**src/rtl/hgs_pkg.sv**
```systemverilog
// Shared types and constants for the height-map grid sampler.
package hgs_pkg;

	localparam int MAP_DIM_MAX_DEF  = 256;
	localparam int GRID_DIM_MAX_DEF = 4096;

	localparam int GRID_W  = 13;
	localparam int MAP_W   = 9;
	localparam int COORD_W = 12;
	localparam int HGT_W   = 16;
	localparam int FRAC_W  = 16;
	localparam int IDX_W   = 24;
	localparam int DATA_W  = 32;
	localparam int ADDR_W  = 4;

	localparam logic REQ_LOAD  = 1'b0;
	localparam logic REQ_QUERY = 1'b1;

	typedef enum logic [1:0] {
		REG_OUT_WIDTH  = 2'd0,
		REG_OUT_HEIGHT = 2'd1,
		REG_MAP_WIDTH  = 2'd2,
		REG_MAP_HEIGHT = 2'd3
	} reg_idx_t;

	typedef struct packed {
		logic               req;
		logic [COORD_W-1:0] col;
		logic [COORD_W-1:0] row;
		logic [HGT_W-1:0]   hin;
		logic               load_ok;
	} item_t;

	typedef struct packed {
		logic [IDX_W-1:0]  vidx;
		logic [FRAC_W-1:0] u;
		logic [FRAC_W-1:0] v;
		logic              cvalid;
		logic [IDX_W-1:0]  cr;
		logic [IDX_W-1:0]  cb;
		logic [IDX_W-1:0]  cd;
	} res_t;

	typedef struct packed {
		logic              i0p;
		logic              i1p;
		logic              j0p;
		logic              j1p;
		logic [FRAC_W-1:0] fx;
		logic [FRAC_W-1:0] fy;
	} tap_t;

	typedef struct packed {
		res_t             res;
		logic [HGT_W-1:0] hgt;
	} out_t;

endpackage

```
**src/rtl/hgs_frac_div.sv**
```systemverilog
// Pipelined restoring divider: two lanes (col/width, row/height) as 16-bit fractions, one bit per stage.
module hgs_frac_div (
	input  logic                                    clk,
	input  logic                                    arst_n,
	input  logic                                    en,
	input  logic                                    in_valid,
	input  hgs_pkg::item_t                          in_item,
	input  logic [1:0][hgs_pkg::COORD_W-1:0]        num,
	input  logic [1:0][hgs_pkg::GRID_W-1:0]         den,
	input  logic [1:0]                              sat,
	output logic                                    out_valid,
	output hgs_pkg::item_t                          out_item,
	output logic [1:0][hgs_pkg::FRAC_W-1:0]         frac
);

	localparam int N  = hgs_pkg::FRAC_W;
	localparam int GW = hgs_pkg::GRID_W;

	logic [N-1:0]           vld_s;
	hgs_pkg::item_t         item_s [N];
	logic [1:0][GW-1:0]     rem_s  [N];
	logic [1:0][N-1:0]      quo_s  [N];
	logic [1:0]             sat_s  [N];

	for (genvar k = 0; k < N; k++) begin : g_stage
		logic               pv;
		hgs_pkg::item_t     pit;
		logic [1:0][GW-1:0] prem;
		logic [1:0][N-1:0]  pquo;
		logic [1:0]         psat;
		logic [1:0][GW-1:0] nrem;
		logic [1:0][N-1:0]  nquo;

		if (k == 0) begin : g_first
			always_comb begin
				pv   = in_valid;
				pit  = in_item;
				psat = sat;
				pquo = '0;
				for (int l = 0; l < 2; l++) begin
					prem[l] = sat[l] ? '0 : GW'(num[l]);
				end
			end
		end else begin : g_next
			always_comb begin
				pv   = vld_s[k-1];
				pit  = item_s[k-1];
				psat = sat_s[k-1];
				pquo = quo_s[k-1];
				prem = rem_s[k-1];
			end
		end

		always_comb begin
			logic [GW:0] sh;
			sh = '0;
			for (int l = 0; l < 2; l++) begin
				sh = {prem[l], 1'b0};
				if (sh >= {1'b0, den[l]}) begin
					nrem[l] = GW'(sh - {1'b0, den[l]});
					nquo[l] = {pquo[l][N-2:0], 1'b1};
				end else begin
					nrem[l] = GW'(sh);
					nquo[l] = {pquo[l][N-2:0], 1'b0};
				end
			end
		end

		always_ff @(posedge clk or negedge arst_n) begin
			if (!arst_n) begin
				vld_s[k] <= 1'b0;
			end else if (en) begin
				vld_s[k] <= pv;
			end
		end

		always_ff @(posedge clk) begin
			if (en) begin
				item_s[k] <= pit;
				rem_s[k]  <= nrem;
				quo_s[k]  <= nquo;
				sat_s[k]  <= psat;
			end
		end
	end

	assign out_valid = vld_s[N-1];
	assign out_item  = item_s[N-1];

	always_comb begin
		for (int l = 0; l < 2; l++) begin
			frac[l] = sat_s[N-1][l] ? '1 : quo_s[N-1][l];
		end
	end

endmodule

```
**config.mk**
```make
export PLATFORM = sky130hd
export DESIGN_NAME = hgs_frac_div
export DESIGN_NICKNAME = d
export VERILOG_FILES = /design/src/rtl/hgs_pkg.sv /design/src/rtl/hgs_frac_div.sv
export SDC_FILE = /design/constraint.sdc
export NUM_CORES = 2
export LEC_CHECK = 0
export ABC_AREA = 1
export BUFFER_PORTS_ARGS = -buffer_cell sky130_fd_sc_hd__buf_2
export CAP_MARGIN = 20
export CELL_PAD_IN_SITES_DETAIL_PLACEMENT = 1
export CELL_PAD_IN_SITES_GLOBAL_PLACEMENT = 2
export CORE_MARGIN = 8
export CORE_UTILIZATION = 44
export DETAILED_ROUTE_END_ITERATION = 8
export PLACE_DENSITY_LB_ADDON = 0.1
export SLEW_MARGIN = 0
export SYNTH_ARGS = -nofsm -noshare
export SYNTH_HDL_FRONTEND = slang
export SYNTH_SLANG_ARGS = --single-unit
```
**constraint.sdc**
```tcl
create_clock -name clk -period 2.4 [get_ports clk]
set_input_delay 0.24 -clock clk [delete_from_list [all_inputs] [get_ports clk]]
set_output_delay 0.24 -clock clk [all_outputs]
set_load 0.05 [all_outputs]
```
# --- Word-level counts from Yosys, hierarchy flattened ---
# Memories as Yosys holds them, arrays and structs flattened.
# Index checks and enable logic that the tools add are counted.
totals:
  rom_bits: 0
  latchBits: 0
  n_memories: 4
  input_bits: 98
  elab_cells: 154
  ramBits: 1632
  output_inout_bits: 75
  regBits: 16
mem_list:
  columns: ["memory", "depth", "word_bits", "read_ports", "rd_clocked_by_memory_dff", "wr", "line", "rtl"]
  rows:
  - ["item_s", 16, 42, 16, 0, 16, "hgs_frac_div.sv:20", "hgs_pkg::item_t item_s [N];"]
  - ["quo_s", 16, 32, 16, 0, 16, "hgs_frac_div.sv:22", "logic [1:0][N-1:0] quo_s [N];"]
  - ["rem_s", 16, 26, 15, 0, 16, "hgs_frac_div.sv:21", "logic [1:0][GW-1:0] rem_s [N];"]
  - ["sat_s", 16, 2, 16, 0, 16, "hgs_frac_div.sv:23", "logic [1:0] sat_s [N];"]
classes:
  div_mod_pow: 0
  mul: 0
  n_reduce_logical: 0
  add_sub_neg: 32
  shift: 0
  bitwise_logic: 0
  n_eq_ne: 0
  magnitude_cmp: 32
  muxes: 70
ops:
  columns: ["cell", "count"]
  rows:
  - ["14-bit by 13-bit >= comparator with 1-bit output", 30]
  - ["13-bit 2-to-1 mux", 32]
  - ["13-bit subtractor", 32]
  - ["1-bit 2-to-1 mux", 34]
  - ["16-bit 2-to-1 mux", 2]
  - ["13-bit >= comparator", 2]
  - ["12-bit 2-to-1 mux", 2]

# --- Logic depth before layout (Yosys ltp) ---
logic_depth:
  ltp_word: 3
  depth_mapped: 15
  ltp_nobuf: 14

# --- Worst setup path before layout ---
# No wires, ideal clock.
synth_timing:
  kind: "input to register"
  startpoint: "in den[7] (netlist bit)"
  endpoint: "mem rem_s[0][5] (netlist bit), data pin"
  path_stages: 10
  path_slack_ns: 0.299
  required_ns: 2.146
  path_buffers: 2
  t_arrival_ns: 1.847
  setup_ns: 0.254
  path_cell_list: "inv_1 -> ha_1 -> buf_4 -> nand2_2 -> o21ai_0 -> a21oi_4 -> nand3_4 -> buf_6 -> nand2_1 -> o21ai_2"
synth_lines:
  columns: ["item", "line", "rtl"]
  rows:
  - ["start, declared", "hgs_frac_div.sv:9", "input logic [1:0][hgs_pkg::GRID_W-1:0] den,"]
  - ["end, declared", "hgs_frac_div.sv:21", null]

==> results.md <==
* Vias/cell at roughly 5.1
* Crit start category: register
* # H-tree levels at 4
* Worst Reg2Reg Path Length in Cells at 7
* Kind of critical path: reg2reg
* Final wirelength at 159,000 um
* Fin worst setup slack at 0.187 ns
* PD cells at between 1000 and 1500 nW/um^2
* CTS-repair resized insts at 0
* Core ar. at 151,000 um^2
* Maximum clock path buffer count at 3
* Worst hold slack at 0.0936 ns
* GR Util All Layers at 19.3%
* CP endpoint kind: register
* PortBufs at 172
* Syn. warnings at 0
* Synth Instances at 5,706
* Gpl congestion at around 0.84
* Die ar. at 165,000 um^2
* Setup violators final at 0
* Worst setup path start: rem_s[0][94]
* EDFF count, synth at 1,366
* Largest net degree at the start of global routing at 91
* Peak supply drop at about 860 uV
* Post-synth top cells: 1,366 x edfxtp_1, 1,178 x nand2_1, 594 x inv_1, 414 x ha_1, 346 x a21oi_1
* Via count at 42,800
* Fillers at 16,000
* Worst endpoint required time at 2.89 ns
* Clk sinks at 1,382
* Worst Hold Path Cells at 6
* DR WL/cell at 18.9 um
* Rows at 143
* Area contributors post-synth: edfxtp_1 61%, ha_1 7.8%, nand2_1 6.6%
* Clk_skew at 0.0531 ns
* Hold EP: rem_s[0][3]
* Multi-input logic area at 22,400 um^2
* CTS tree: yes
* Post-route clock period utilization at 92.2%
* Initial Util at 44.1%
* Slowest CP cell: edfxtp_1
* First-pass GRT wire length at around 250,000 um
* Critical path's largest stage delay at between 0.4 and 0.5 ns
* Router iterations before antenna repair at 5
* RSZ-0062 raised after global routing: false
* Clk slew on worst S/H paths at 0.06 ns
* Die Width at 406 um
* FF-to-FF End: rem_s[0][119]
* Fmax at 452 MHz
* Post-layout min period at 2.21 ns
* Hold Startpoint: den[3]
* Synth top area share at 61.4%
* Dpl ws at -0.0390 ns
* Synth Cell Area at approximately 67,000 um^2
* Post-layout util at 51.9%
* Clk_lat worst skew at approximately 0.81 ns
* Most common cell in the netlist: edfxtp_1
* Slew Limit Fails at 0
* Synthesized area per cell at 11.7 um^2
* Result of the run: finished, final reports clean
* Nets@finish at 6,843
* Iter 0 DRT Violations at slightly above 2,000
* P_leak at 32.6 nW
* Die Height at 406 um
* Worst slew margin at 52.6%
* Gr ovfl total at 0
* Hold/Removal Path Class: in2reg
* Reg-to-reg startpoint: rem_s[0][94]
* Synthesis-stage register bit count at approximately 1,400
* Ys async rst share at 1.16%
* Dpl hpwl at 114,000 um
* CTS root buf: clkbuf_16
* Seq/Total Area, Yosys at between 60% and 70%
* Maximum fanout along the worst path at 15
* Synth area leader: edfxtp_1
* Fin. Hold Viols at 0
* Number of CTS-inserted buffers at 149
* Vias in the first global route at 45,100
* Sequential Area at a little over 40,000 um^2
* Share of layout cells above drive strength 1 at 13.9%
* Routed Antenna Nets at 0
* Synth-to-layout area growth at 17.6%
* Max Cap Viol at 0
* Cell variety after synth at 48
* Syn_nets at 6,248
* Initial antenna violation count at 1
* Worst path cell trace: ha_1, nand2_1, nor2_1, nand4_1, nand3_2, buf_4, o21ai_0
* I/O pin cnt at 173
* Setup TNS Final at 0 ns
* Synth Flop Type: edfxtp_1
* Data arrival, critical path at 2.71 ns
* Remaining DRCs at 0
* Tightest Pin Transition at 0.709 ns
* R2R setup slack at 0.19 ns
logic make-up after synthesis:
logic type | Yosys count | synth area share [%]
fa+ha+maj | 444 | 8.65
flops | 1382 | 62.0
xor+xnor | 236 | 3.09
buf+inv | 673 | 4.46
compound gates | 867 | 7.24
simple gates | 2104 | 14.6
flip-flops by register name, summed over array words and instances, names as in the netlist:
name and cells:
rem_s 390, sat_s 32, g_stage.pv 15, item_s 672
quo_s 272, out_valid 1
layout make-up:
cell class,instances,share of cell area (%)
Antenna cell,2,0.00637
Tap cell,2030,3.23
Inverter,599,2.88
Clock inverter,99,1.69
Sequential cell,1382,52.7
Multi-Input combinational cell,3651,28.5
Timing Repair Buffer,518,6.12
Clock buffer,170,4.84
power by group:
group          switching, W  internal [W]  total (W)
Clock               0.00998        0.0137     0.0237
Combinational        0.0195        0.0124     0.0319
Sequential          0.00254        0.0328     0.0354
Total                0.0320        0.0589     0.0909
worst max path at each step:
stage	end	cells past startpoint
floorplan	rem_s[0][5]	10
global placement	rem_s[0][134]	11
detailed placement	rem_s[0][18]	11
CTS	frac[1]	3
global route	rem_s[0][18]	10
finish	rem_s[0][119]	7
per-stage QoR:
stage          instance area, um^2  total power, W  std cells
2_1_floorplan                66800          0.0577       5706
3_3_place_gp                 72700          0.0668       8103
6_report                     78600          0.0909       8451
5_1_grt                      78600          0.0973       8449
3_5_place_dp                 72700          0.0677       8103
4_1_cts                      78600          0.0920       8449
per-layer routing:
layer	up-vias	wire [um]	share of wire, %	GRT usage (%)
met4	0	3180	2.0	4.54
met5	-	0	0	0
met1	20800	75100	47	26.3
met2	450	76100	48	32.6
met3	197	5010	3.1	2.93
li1	21400	-	-	-
cell usage in the layout (no fill, tap or decap), drive strengths merged, types with 2 or more instances in the layout:
| cell | Yosys | layout |
|---|---|---|
| a21oi | 378 | 378 |
| o221ai | 2 | 2 |
| and2 | 28 | 28 |
| nand3 | 346 | 346 |
| o21ai | 393 | 393 |
| clkbuf | 5 | 170 |
| nor4 | 2 | 2 |
| a31oi | 2 | 2 |
| dfrtp | 16 | 16 |
| or2 | 32 | 32 |
| nand4 | 161 | 161 |
| dlygate4sd3 | 0 | 76 |
| o211ai | 27 | 27 |
| nor3 | 61 | 61 |
| clkinv | 0 | 72 |
| clkinvlp | 0 | 7 |
| edfxtp | 1366 | 1366 |
| o21a | 28 | 28 |
| fa | 30 | 30 |
| bufinv | 0 | 19 |
| nand3b | 4 | 4 |
| xnor2 | 60 | 60 |
| buf | 69 | 442 |
| nor2 | 243 | 243 |
| a21o | 5 | 5 |
| xor2 | 176 | 176 |
| ha | 414 | 414 |
| inv | 599 | 600 |
| nand2 | 1227 | 1227 |
| diode | 0 | 2 |
| o21bai | 31 | 31 |
worst max-delay path: cells and delay by family (launching register included):
| family | cells | cell delay (ns) |
|---|---|---|
| AOI/OAI and AO/OA | 1 | 0.12 |
| adders and majority gates | 1 | 0.42 |
| buffers and inverters | 1 | 0.21 |
| DFF | 1 | 0.47 |
| and+or+nand+nor | 4 | 0.68 |
repair_timing:
action                     CTS  global route
setup endpoints to repair   16             0
hold buffers                76             0
hold endpoints to repair   113             0
buffers inserted             1             0
Note: power is estimated with default switching activity, not from simulation.
