**src/rtl/hgs_pkg.sv**
```systemverilog
// Shared types and constants for the height-map grid sampler.
package hgs_pkg;

	localparam int MAP_DIM_MAX_DEF  = 256;
	localparam int GRID_DIM_MAX_DEF = 4096;

	localparam int GRID_W  = 13;
	localparam int MAP_W   = 9;
	localparam int COORD_W = 12;
	localparam int HGT_W   = 16;
	localparam int FRAC_W  = 16;
	localparam int IDX_W   = 24;
	localparam int DATA_W  = 32;
	localparam int ADDR_W  = 4;

	localparam logic REQ_LOAD  = 1'b0;
	localparam logic REQ_QUERY = 1'b1;

	typedef enum logic [1:0] {
		REG_OUT_WIDTH  = 2'd0,
		REG_OUT_HEIGHT = 2'd1,
		REG_MAP_WIDTH  = 2'd2,
		REG_MAP_HEIGHT = 2'd3
	} reg_idx_t;

	typedef struct packed {
		logic               req;
		logic [COORD_W-1:0] col;
		logic [COORD_W-1:0] row;
		logic [HGT_W-1:0]   hin;
		logic               load_ok;
	} item_t;

	typedef struct packed {
		logic [IDX_W-1:0]  vidx;
		logic [FRAC_W-1:0] u;
		logic [FRAC_W-1:0] v;
		logic              cvalid;
		logic [IDX_W-1:0]  cr;
		logic [IDX_W-1:0]  cb;
		logic [IDX_W-1:0]  cd;
	} res_t;

	typedef struct packed {
		logic              i0p;
		logic              i1p;
		logic              j0p;
		logic              j1p;
		logic [FRAC_W-1:0] fx;
		logic [FRAC_W-1:0] fy;
	} tap_t;

	typedef struct packed {
		res_t             res;
		logic [HGT_W-1:0] hgt;
	} out_t;

endpackage

```
**src/rtl/hgs_interp.sv**
```systemverilog
// Five-stage bilinear interpolation: corner select, x blend, difference, y partial products, round.
module hgs_interp (
	input  logic                             clk,
	input  logic                             arst_n,
	input  logic                             en,
	input  logic                             in_valid,
	input  hgs_pkg::res_t                    in_res,
	input  hgs_pkg::tap_t                    tap,
	input  logic [hgs_pkg::HGT_W-1:0]        bank [4],
	output logic                             out_valid,
	output hgs_pkg::res_t                    out_res,
	output logic [hgs_pkg::HGT_W-1:0]        height
);

	localparam int FW = hgs_pkg::FRAC_W;

	logic [4:0] vld_s;

	// stage 1
	hgs_pkg::res_t       res_s1;
	logic [FW-1:0]       fx_s1, fy_s1;
	logic [15:0]         h00_s1, h01_s1;
	logic signed [16:0]  d0_s1, d1_s1;
	logic [15:0]         h00, h10, h01, h11;

	// stage 2
	hgs_pkg::res_t       res_s2;
	logic [FW-1:0]       fy_s2;
	logic signed [33:0]  a0_s2, a1_s2;
	logic signed [33:0]  p0, p1;

	// stage 3
	hgs_pkg::res_t       res_s3;
	logic [FW-1:0]       fy_s3;
	logic signed [33:0]  base_s3;
	logic signed [34:0]  e_s3;

	// stage 4
	hgs_pkg::res_t       res_s4;
	logic signed [33:0]  base_s4;
	logic signed [34:0]  ph_s4;
	logic [32:0]         pl_s4;

	// stage 5
	hgs_pkg::res_t       res_s5;
	logic [15:0]         hgt_s5;
	logic signed [52:0]  acc;
	logic [52:0]         rnd;

	assign h00 = bank[{tap.j0p, tap.i0p}];
	assign h10 = bank[{tap.j0p, tap.i1p}];
	assign h01 = bank[{tap.j1p, tap.i0p}];
	assign h11 = bank[{tap.j1p, tap.i1p}];

	assign p0 = d0_s1 * $signed({1'b0, fx_s1});
	assign p1 = d1_s1 * $signed({1'b0, fx_s1});

	assign acc = $signed({{3{base_s4[33]}}, base_s4, 16'd0})
	           + $signed({ph_s4[34], ph_s4, 17'd0})
	           + $signed({20'd0, pl_s4});
	assign rnd = acc + (53'd1 << 31);

	always_ff @(posedge clk or negedge arst_n) begin
		if (!arst_n) begin
			vld_s <= '0;
		end else if (en) begin
			vld_s <= {vld_s[3:0], in_valid};
		end
	end

	always_ff @(posedge clk) begin
		if (en) begin
			res_s1  <= in_res;
			fx_s1   <= tap.fx;
			fy_s1   <= tap.fy;
			h00_s1  <= h00;
			h01_s1  <= h01;
			d0_s1   <= $signed({h10[15], h10}) - $signed({h00[15], h00});
			d1_s1   <= $signed({h11[15], h11}) - $signed({h01[15], h01});

			res_s2  <= res_s1;
			fy_s2   <= fy_s1;
			a0_s2   <= $signed({{2{h00_s1[15]}}, h00_s1, 16'd0}) + p0;
			a1_s2   <= $signed({{2{h01_s1[15]}}, h01_s1, 16'd0}) + p1;

			res_s3  <= res_s2;
			fy_s3   <= fy_s2;
			base_s3 <= a0_s2;
			e_s3    <= $signed({a1_s2[33], a1_s2}) - $signed({a0_s2[33], a0_s2});

			res_s4  <= res_s3;
			base_s4 <= base_s3;
			ph_s4   <= $signed(e_s3[34:17]) * $signed({1'b0, fy_s3});
			pl_s4   <= 33'(e_s3[16:0]) * 33'(fy_s3);

			res_s5  <= res_s4;
			hgt_s5  <= rnd[47:32];
		end
	end

	assign out_valid = vld_s[4];
	assign out_res   = res_s5;
	assign height    = hgt_s5;

endmodule

```
**config.mk**
```make
export PLATFORM = sky130hd
export DESIGN_NAME = hgs_interp
export DESIGN_NICKNAME = d
export VERILOG_FILES = /design/src/rtl/hgs_pkg.sv /design/src/rtl/hgs_interp.sv
export SDC_FILE = /design/constraint.sdc
export NUM_CORES = 2
export LEC_CHECK = 0
export BUFFER_PORTS_ARGS = -buffer_cell sky130_fd_sc_hd__clkbuf_2
export CAP_MARGIN = 20
export CORE_MARGIN = 2
export CORE_UTILIZATION = 57
export DETAILED_ROUTE_END_ITERATION = 8
export GPL_ROUTABILITY_DRIVEN = 0
export GPL_TIMING_DRIVEN = 0
export HOLD_SLACK_MARGIN = 0.05
export PLACE_DENSITY_LB_ADDON = 0.05
export RECOVER_POWER = 25
export SYNTH_ARGS = -nofsm -noshare
export SYNTH_HDL_FRONTEND = slang
export SYNTH_SLANG_ARGS = --single-unit
```
**constraint.sdc**
```tcl
create_clock -name clk -period 6.65 [get_ports clk]
set_input_delay 0.9975 -clock clk [delete_from_list [all_inputs] [get_ports clk]]
set_output_delay 0.9975 -clock clk [all_outputs]
set_load 0.01 [all_outputs]
```
### Word level (Yosys, flattened, before mapping)

Cells that the tools add are included.

* register bits after elaboration: 1027
* input bits: 233
* output and inout bits: 146
* logic and storage cells: 84

* add/subtract/negate cells: 8
* multipliers: 4
* order comparisons: 4
* muxes and demuxes: 12
* bitwise gates (word level): 4

Operators with widths (count)
* binary-select mux 16 bit (select 2 bit): 4
* two-way mux 16 bit: 8
* adder 32 x 34 -> 34 bit: 2
* multiplier 17 x 17 -> 34 bit: 2
* adder 48 x 32 -> 48 bit (second input constant): 1
* adder 48 x 34 -> 48 bit: 1
* adder 48 bit: 1
* subtractor 34 x 34 -> 35 bit: 1
* subtractor 16 x 16 -> 17 bit: 2
* multiplier 17 x 16 -> 33 bit: 1
* multiplier 18 x 17 -> 31 bit: 1
* greater-or-equal comparator 3 bit (second input constant): 4
* NOT 2 -> 3 bit: 4

### Logic depth before layout (Yosys ltp)

* depth in word-level cells: 5
* gate-level depth with buffers: 25
* depth with buffers taken out: 24

### Worst setup path before layout

No wires, ideal clock.

* path kind: register to register
* from: register fy_s3[8]
* to: register ph_s4[29], data pin
* setup time: 258 ps
* arrival: 6254 ps
* required time: 6392 ps
* path slack: 138 ps
* cell stages (with the launch flop): 25
* path buffers: 2
* clock period less this slack: 6512 ps
* cells stage by stage: edfxtp_1 clkbuf_1 clkbuf_1 nand2_1 fa_1 inv_1 fa_1 inv_1 fa_1 inv_1 fa_1 fa_1 inv_1 fa_1 inv_1 ha_1 nor2b_1 o31ai_4 a31oi_1 a2111oi_2 nor3_1 or3_1 a31o_1 a21oi_1 xnor2_1

* cells in the longest elaborated chain, start to end: 1

Ends and longest elaborated chain
* from (decl): RTL line hgs_interp.sv:34 `logic [FW-1:0] fy_s3;`
* from (signal assigned): RTL line hgs_interp.sv:87 `fy_s3 <= fy_s2;`
* multiplier 18 x 17 -> 31 bit: RTL line hgs_interp.sv:93 `ph_s4 <= $signed(e_s3[34:17]) * $signed({1'b0, fy_s3});`
* to (signal assigned): RTL line hgs_interp.sv:93
* to (decl): RTL line hgs_interp.sv:41 `logic signed [34:0] ph_s4;`

No other way between the ends.
A chain may end at the register's enable or synchronous reset.

### Worst setup path in the final report

* from: register fx_s1[14]
* to: register a1_s2[30], data pin

* cells in the longest elaborated chain, start to end: 2

Ends and longest elaborated chain
* from (decl): RTL line hgs_interp.sv:21 `logic [FW-1:0] fx_s1, fy_s1;`
* from (signal assigned): RTL line hgs_interp.sv:74 `fx_s1 <= tap.fx;`
* multiplier 17 x 17 -> 34 bit: RTL line hgs_interp.sv:56 `assign p1 = d1_s1 * $signed({1'b0, fx_s1});`
* adder 32 x 34 -> 34 bit: RTL line hgs_interp.sv:84 `a1_s2 <= $signed({{2{h01_s1[15]}}, h01_s1, 16'd0}) + p1;`
* to (signal assigned): RTL line hgs_interp.sv:84
* to (decl): RTL line hgs_interp.sv:29 `logic signed [33:0] a0_s2, a1_s2;`

No other way between the ends.

==> flow_metrics.env <==
export IMPL_status="finished with violations"
export IMPL_violations="setup timing"
export IMPL_syn_area_um2=77900
export IMPL_fmax_mhz=150
export IMPL_fillCellCount=10500
export IMPL_die_area_um2=140000
export IMPL_tritoncts="yes"
export IMPL_fin_nets=8965
export IMPL_slew_headroom=0.431
export IMPL_rsz0062_at_grt="yes"
export IMPL_grt_pass1_vias=50700
export IMPL_vias=47400
export IMPL_period_minus_slack_ns=6.66
export IMPL_root_buffer="clkbuf_16"
export IMPL_required_ns=7.13
export IMPL_cp_max_fo=10
export IMPL_synthFlopType="edfxtp_1"
export IMPL_placed_area_um2=82200
export IMPL_fin_ws_ns=-0.00598
export IMPL_ios=379
export IMPL_async_flop_share=0.00495
export IMPL_drc=0
export IMPL_clk_pin_slew_ns=0.06
export IMPL_wirelength_um=179000
export IMPL_detail_route_first_pass_iterations=5
export IMPL_grt_start_max_net_pins=120
export IMPL_cp_end_kind="flop"
export IMPL_critical_path_class="reg2reg"
export IMPL_yosysWarningCount=0
export IMPL_yosysUniqueCellTypes=70
export IMPL_vias_per_cell=5.28
export IMPL_cts_path_max_buffers=3
export IMPL_area_growth_pct=14.2
export IMPL_grtUsageTotal=0.265
export IMPL_design_area_um2=88900
export IMPL_cts_sinks=1011
export IMPL_period_share=1.00
export IMPL_antenna_found_initial=4
export IMPL_grt_pass1_wl_um=282000
export IMPL_tightest_slew_ns=0.854
export IMPL_syn_inst=6420
export IMPL_arrival_ns=7.13
export IMPL_ys_seq_area_frac=0.390
export IMPL_drive_gt1_frac=0.151
export IMPL_start_util=0.575
export IMPL_cts_buffers=105
export IMPL_ys_ff_latch=1011
export IMPL_synth_edff_count=1006
export IMPL_setup_viol=1
export IMPL_die_w_um=374
export IMPL_holdCritPathClass="reg2reg"
export IMPL_clock_skew_ns=0.0470
export IMPL_dpl_hpwl_um=139000
export IMPL_port_buffers=377
export IMPL_cts_max_level=3
export IMPL_wl_per_cell_um=20.0
export IMPL_hold_violations=0
export IMPL_insertion_delay_ns=0.71
export IMPL_row_count=135
export IMPL_syn_area_per_cell_um2=12.1
export IMPL_max_cap_viol_count=0
export IMPL_drt_iter0_markers=2892
export IMPL_cp_start_kind="flop"
export IMPL_report_final_slew_viol_count=0
export IMPL_synth_nets=8276
export IMPL_coreArea_um2=135000
export IMPL_overflow=0
export IMPL_antenna_left=0
export IMPL_die_h_um=374
routing by layer:
metal | GRT usage | vias to the layer above | routed length, µm | part of all wire
met5 | 0 | - | 46 | 0.00026
met4 | 0.122 | 6 | 9700 | 0.054
met3 | 0.0409 | 467 | 10300 | 0.057
met2 | 0.452 | 1479 | 88200 | 0.49
met1 | 0.335 | 23900 | 71200 | 0.40
li1 | - | 21500 | - | -
logic make-up (layout without fill, tap and decap cells):
family / after synthesis / in the layout / synth area share
DFF: 1011 / 1011 / 0.390
and+or+nand+nor: 1475 / 1475 / 0.0937
muxes: 70 / 70 / 0.0145
other: 0 / 1 / 0
buffers and inverters: 1641 / 2417 / 0.0791
AOI/OAI and AO/OA: 414 / 414 / 0.0353
adders and majority gates: 1623 / 1623 / 0.367
xor gates and xnor gates: 186 / 186 / 0.0209
flip-flops by register name, summed over array words and instances, names as in the netlist, 34 cells and up:
name	count
out_res	129
res_s2	129
e_s3	35
res_s1	129
a1_s2	34
res_s3	129
a0_s2	34
res_s4	129
worst max-delay path, cell delays in order, from the launching register on:
cell and delay, ns:
edfxtp_1 0.75, clkbuf_2 0.44, and2_1 0.19, ha_1 0.23
fa_1 0.47, fa_1 0.53, fa_1 0.43, fa_1 0.50
inv_1 0.05, fa_1 0.50, inv_1 0.05, ha_1 0.37
a21o_1 0.20, a21oi_2 0.20, nand3_2 0.09, o211a_4 0.28
o31ai_4 0.27, a211oi_4 0.12, a311oi_2 0.37, o21bai_1 0.12
xor2_1 0.29
layout by cell type, fill, tap and decap left out, types with 131 or more instances in the layout:
cell type,instances
inv_1,1432
fa_1,1082
edfxtp_1,1006
nand2_1,611
and2_1,546
ha_1,500
clkbuf_2,415
buf_4,196
xnor2_1,145
nor2_1,131
final cells by class:
cell class / count / area (µm²) / area share
antenna: 1 / 2.50 / 0.0000282
buffer: 172 / 1380 / 0.0155
clock buffer: 133 / 2750 / 0.0310
clock inverter: 61 / 744 / 0.00837
inverter: 1451 / 5450 / 0.0614
multi-input combinational: 3768 / 42100 / 0.474
sequential: 1011 / 30300 / 0.341
tap: 1781 / 2230 / 0.0251
timing repair buffer: 600 / 3890 / 0.0437
worst paths after layout:
kind,startpoint,to,slack [ns],depth (start not counted)
setup / recovery,fx_s1[14],a1_s2[30],-0.006,20
min in group asynchronous,arst_n,vld_s[1],0.63,2
setup reg to reg,fx_s1[14],a1_s2[30],-0.006,20
max in group asynchronous,arst_n,vld_s[3],5.89,2
hold / removal,res_s2[67],res_s3[67],0.38,0
hold reg to reg,res_s2[67],res_s3[67],0.38,0
Yosys cell counts (all sizes together) (33+ instances only):
library cell  count  area, µm²
xor2             37        324
clkbuf          179        672
a21oi           121        621
nor2            133        499
fa             1100      22000
inv            1451       5450
a21o             46        345
edfxtp         1006      30200
xnor2           149       1310
ha              523       6540
o21ai            89        457
nand2           620       2330
nor2b            33        214
and2            557       3480
repair_timing:
item / in CTS / in global routing
buffers inserted: 162 / 51
pin swaps: 51 / 73
setup endpoints to repair: 57 / 25
gates resized for setup: 363 / 152
endpoints found under the hold margin: 5 / 0
hold buffers: 1 / 0
gates cloned: 0 / 1
through the flow:
stage / utilization / setup TNS, ns / std cells / worst slack (ns) / hold slack [ns]
3_3_place_gp: 0.605 / - / 8578 / -14.11 / 0.400
4_1_cts: 0.651 / -0.00772 / 8933 / -0.00680 / 0.375
6_report: 0.656 / -0.00598 / 8978 / -0.00598 / 0.379
5_1_grt: 0.656 / -1.21 / 8977 / -0.162 / 0.381
3_5_place_dp: 0.607 / -45.84 / 8587 / -1.61 / 0.405
2_1_floorplan: - / 0 / 6420 / 0.138 / 0.400
Power is left out: the tool's default activity adds up to more than one toggle a clock period on the data nets, which glitch-free logic cannot reach.
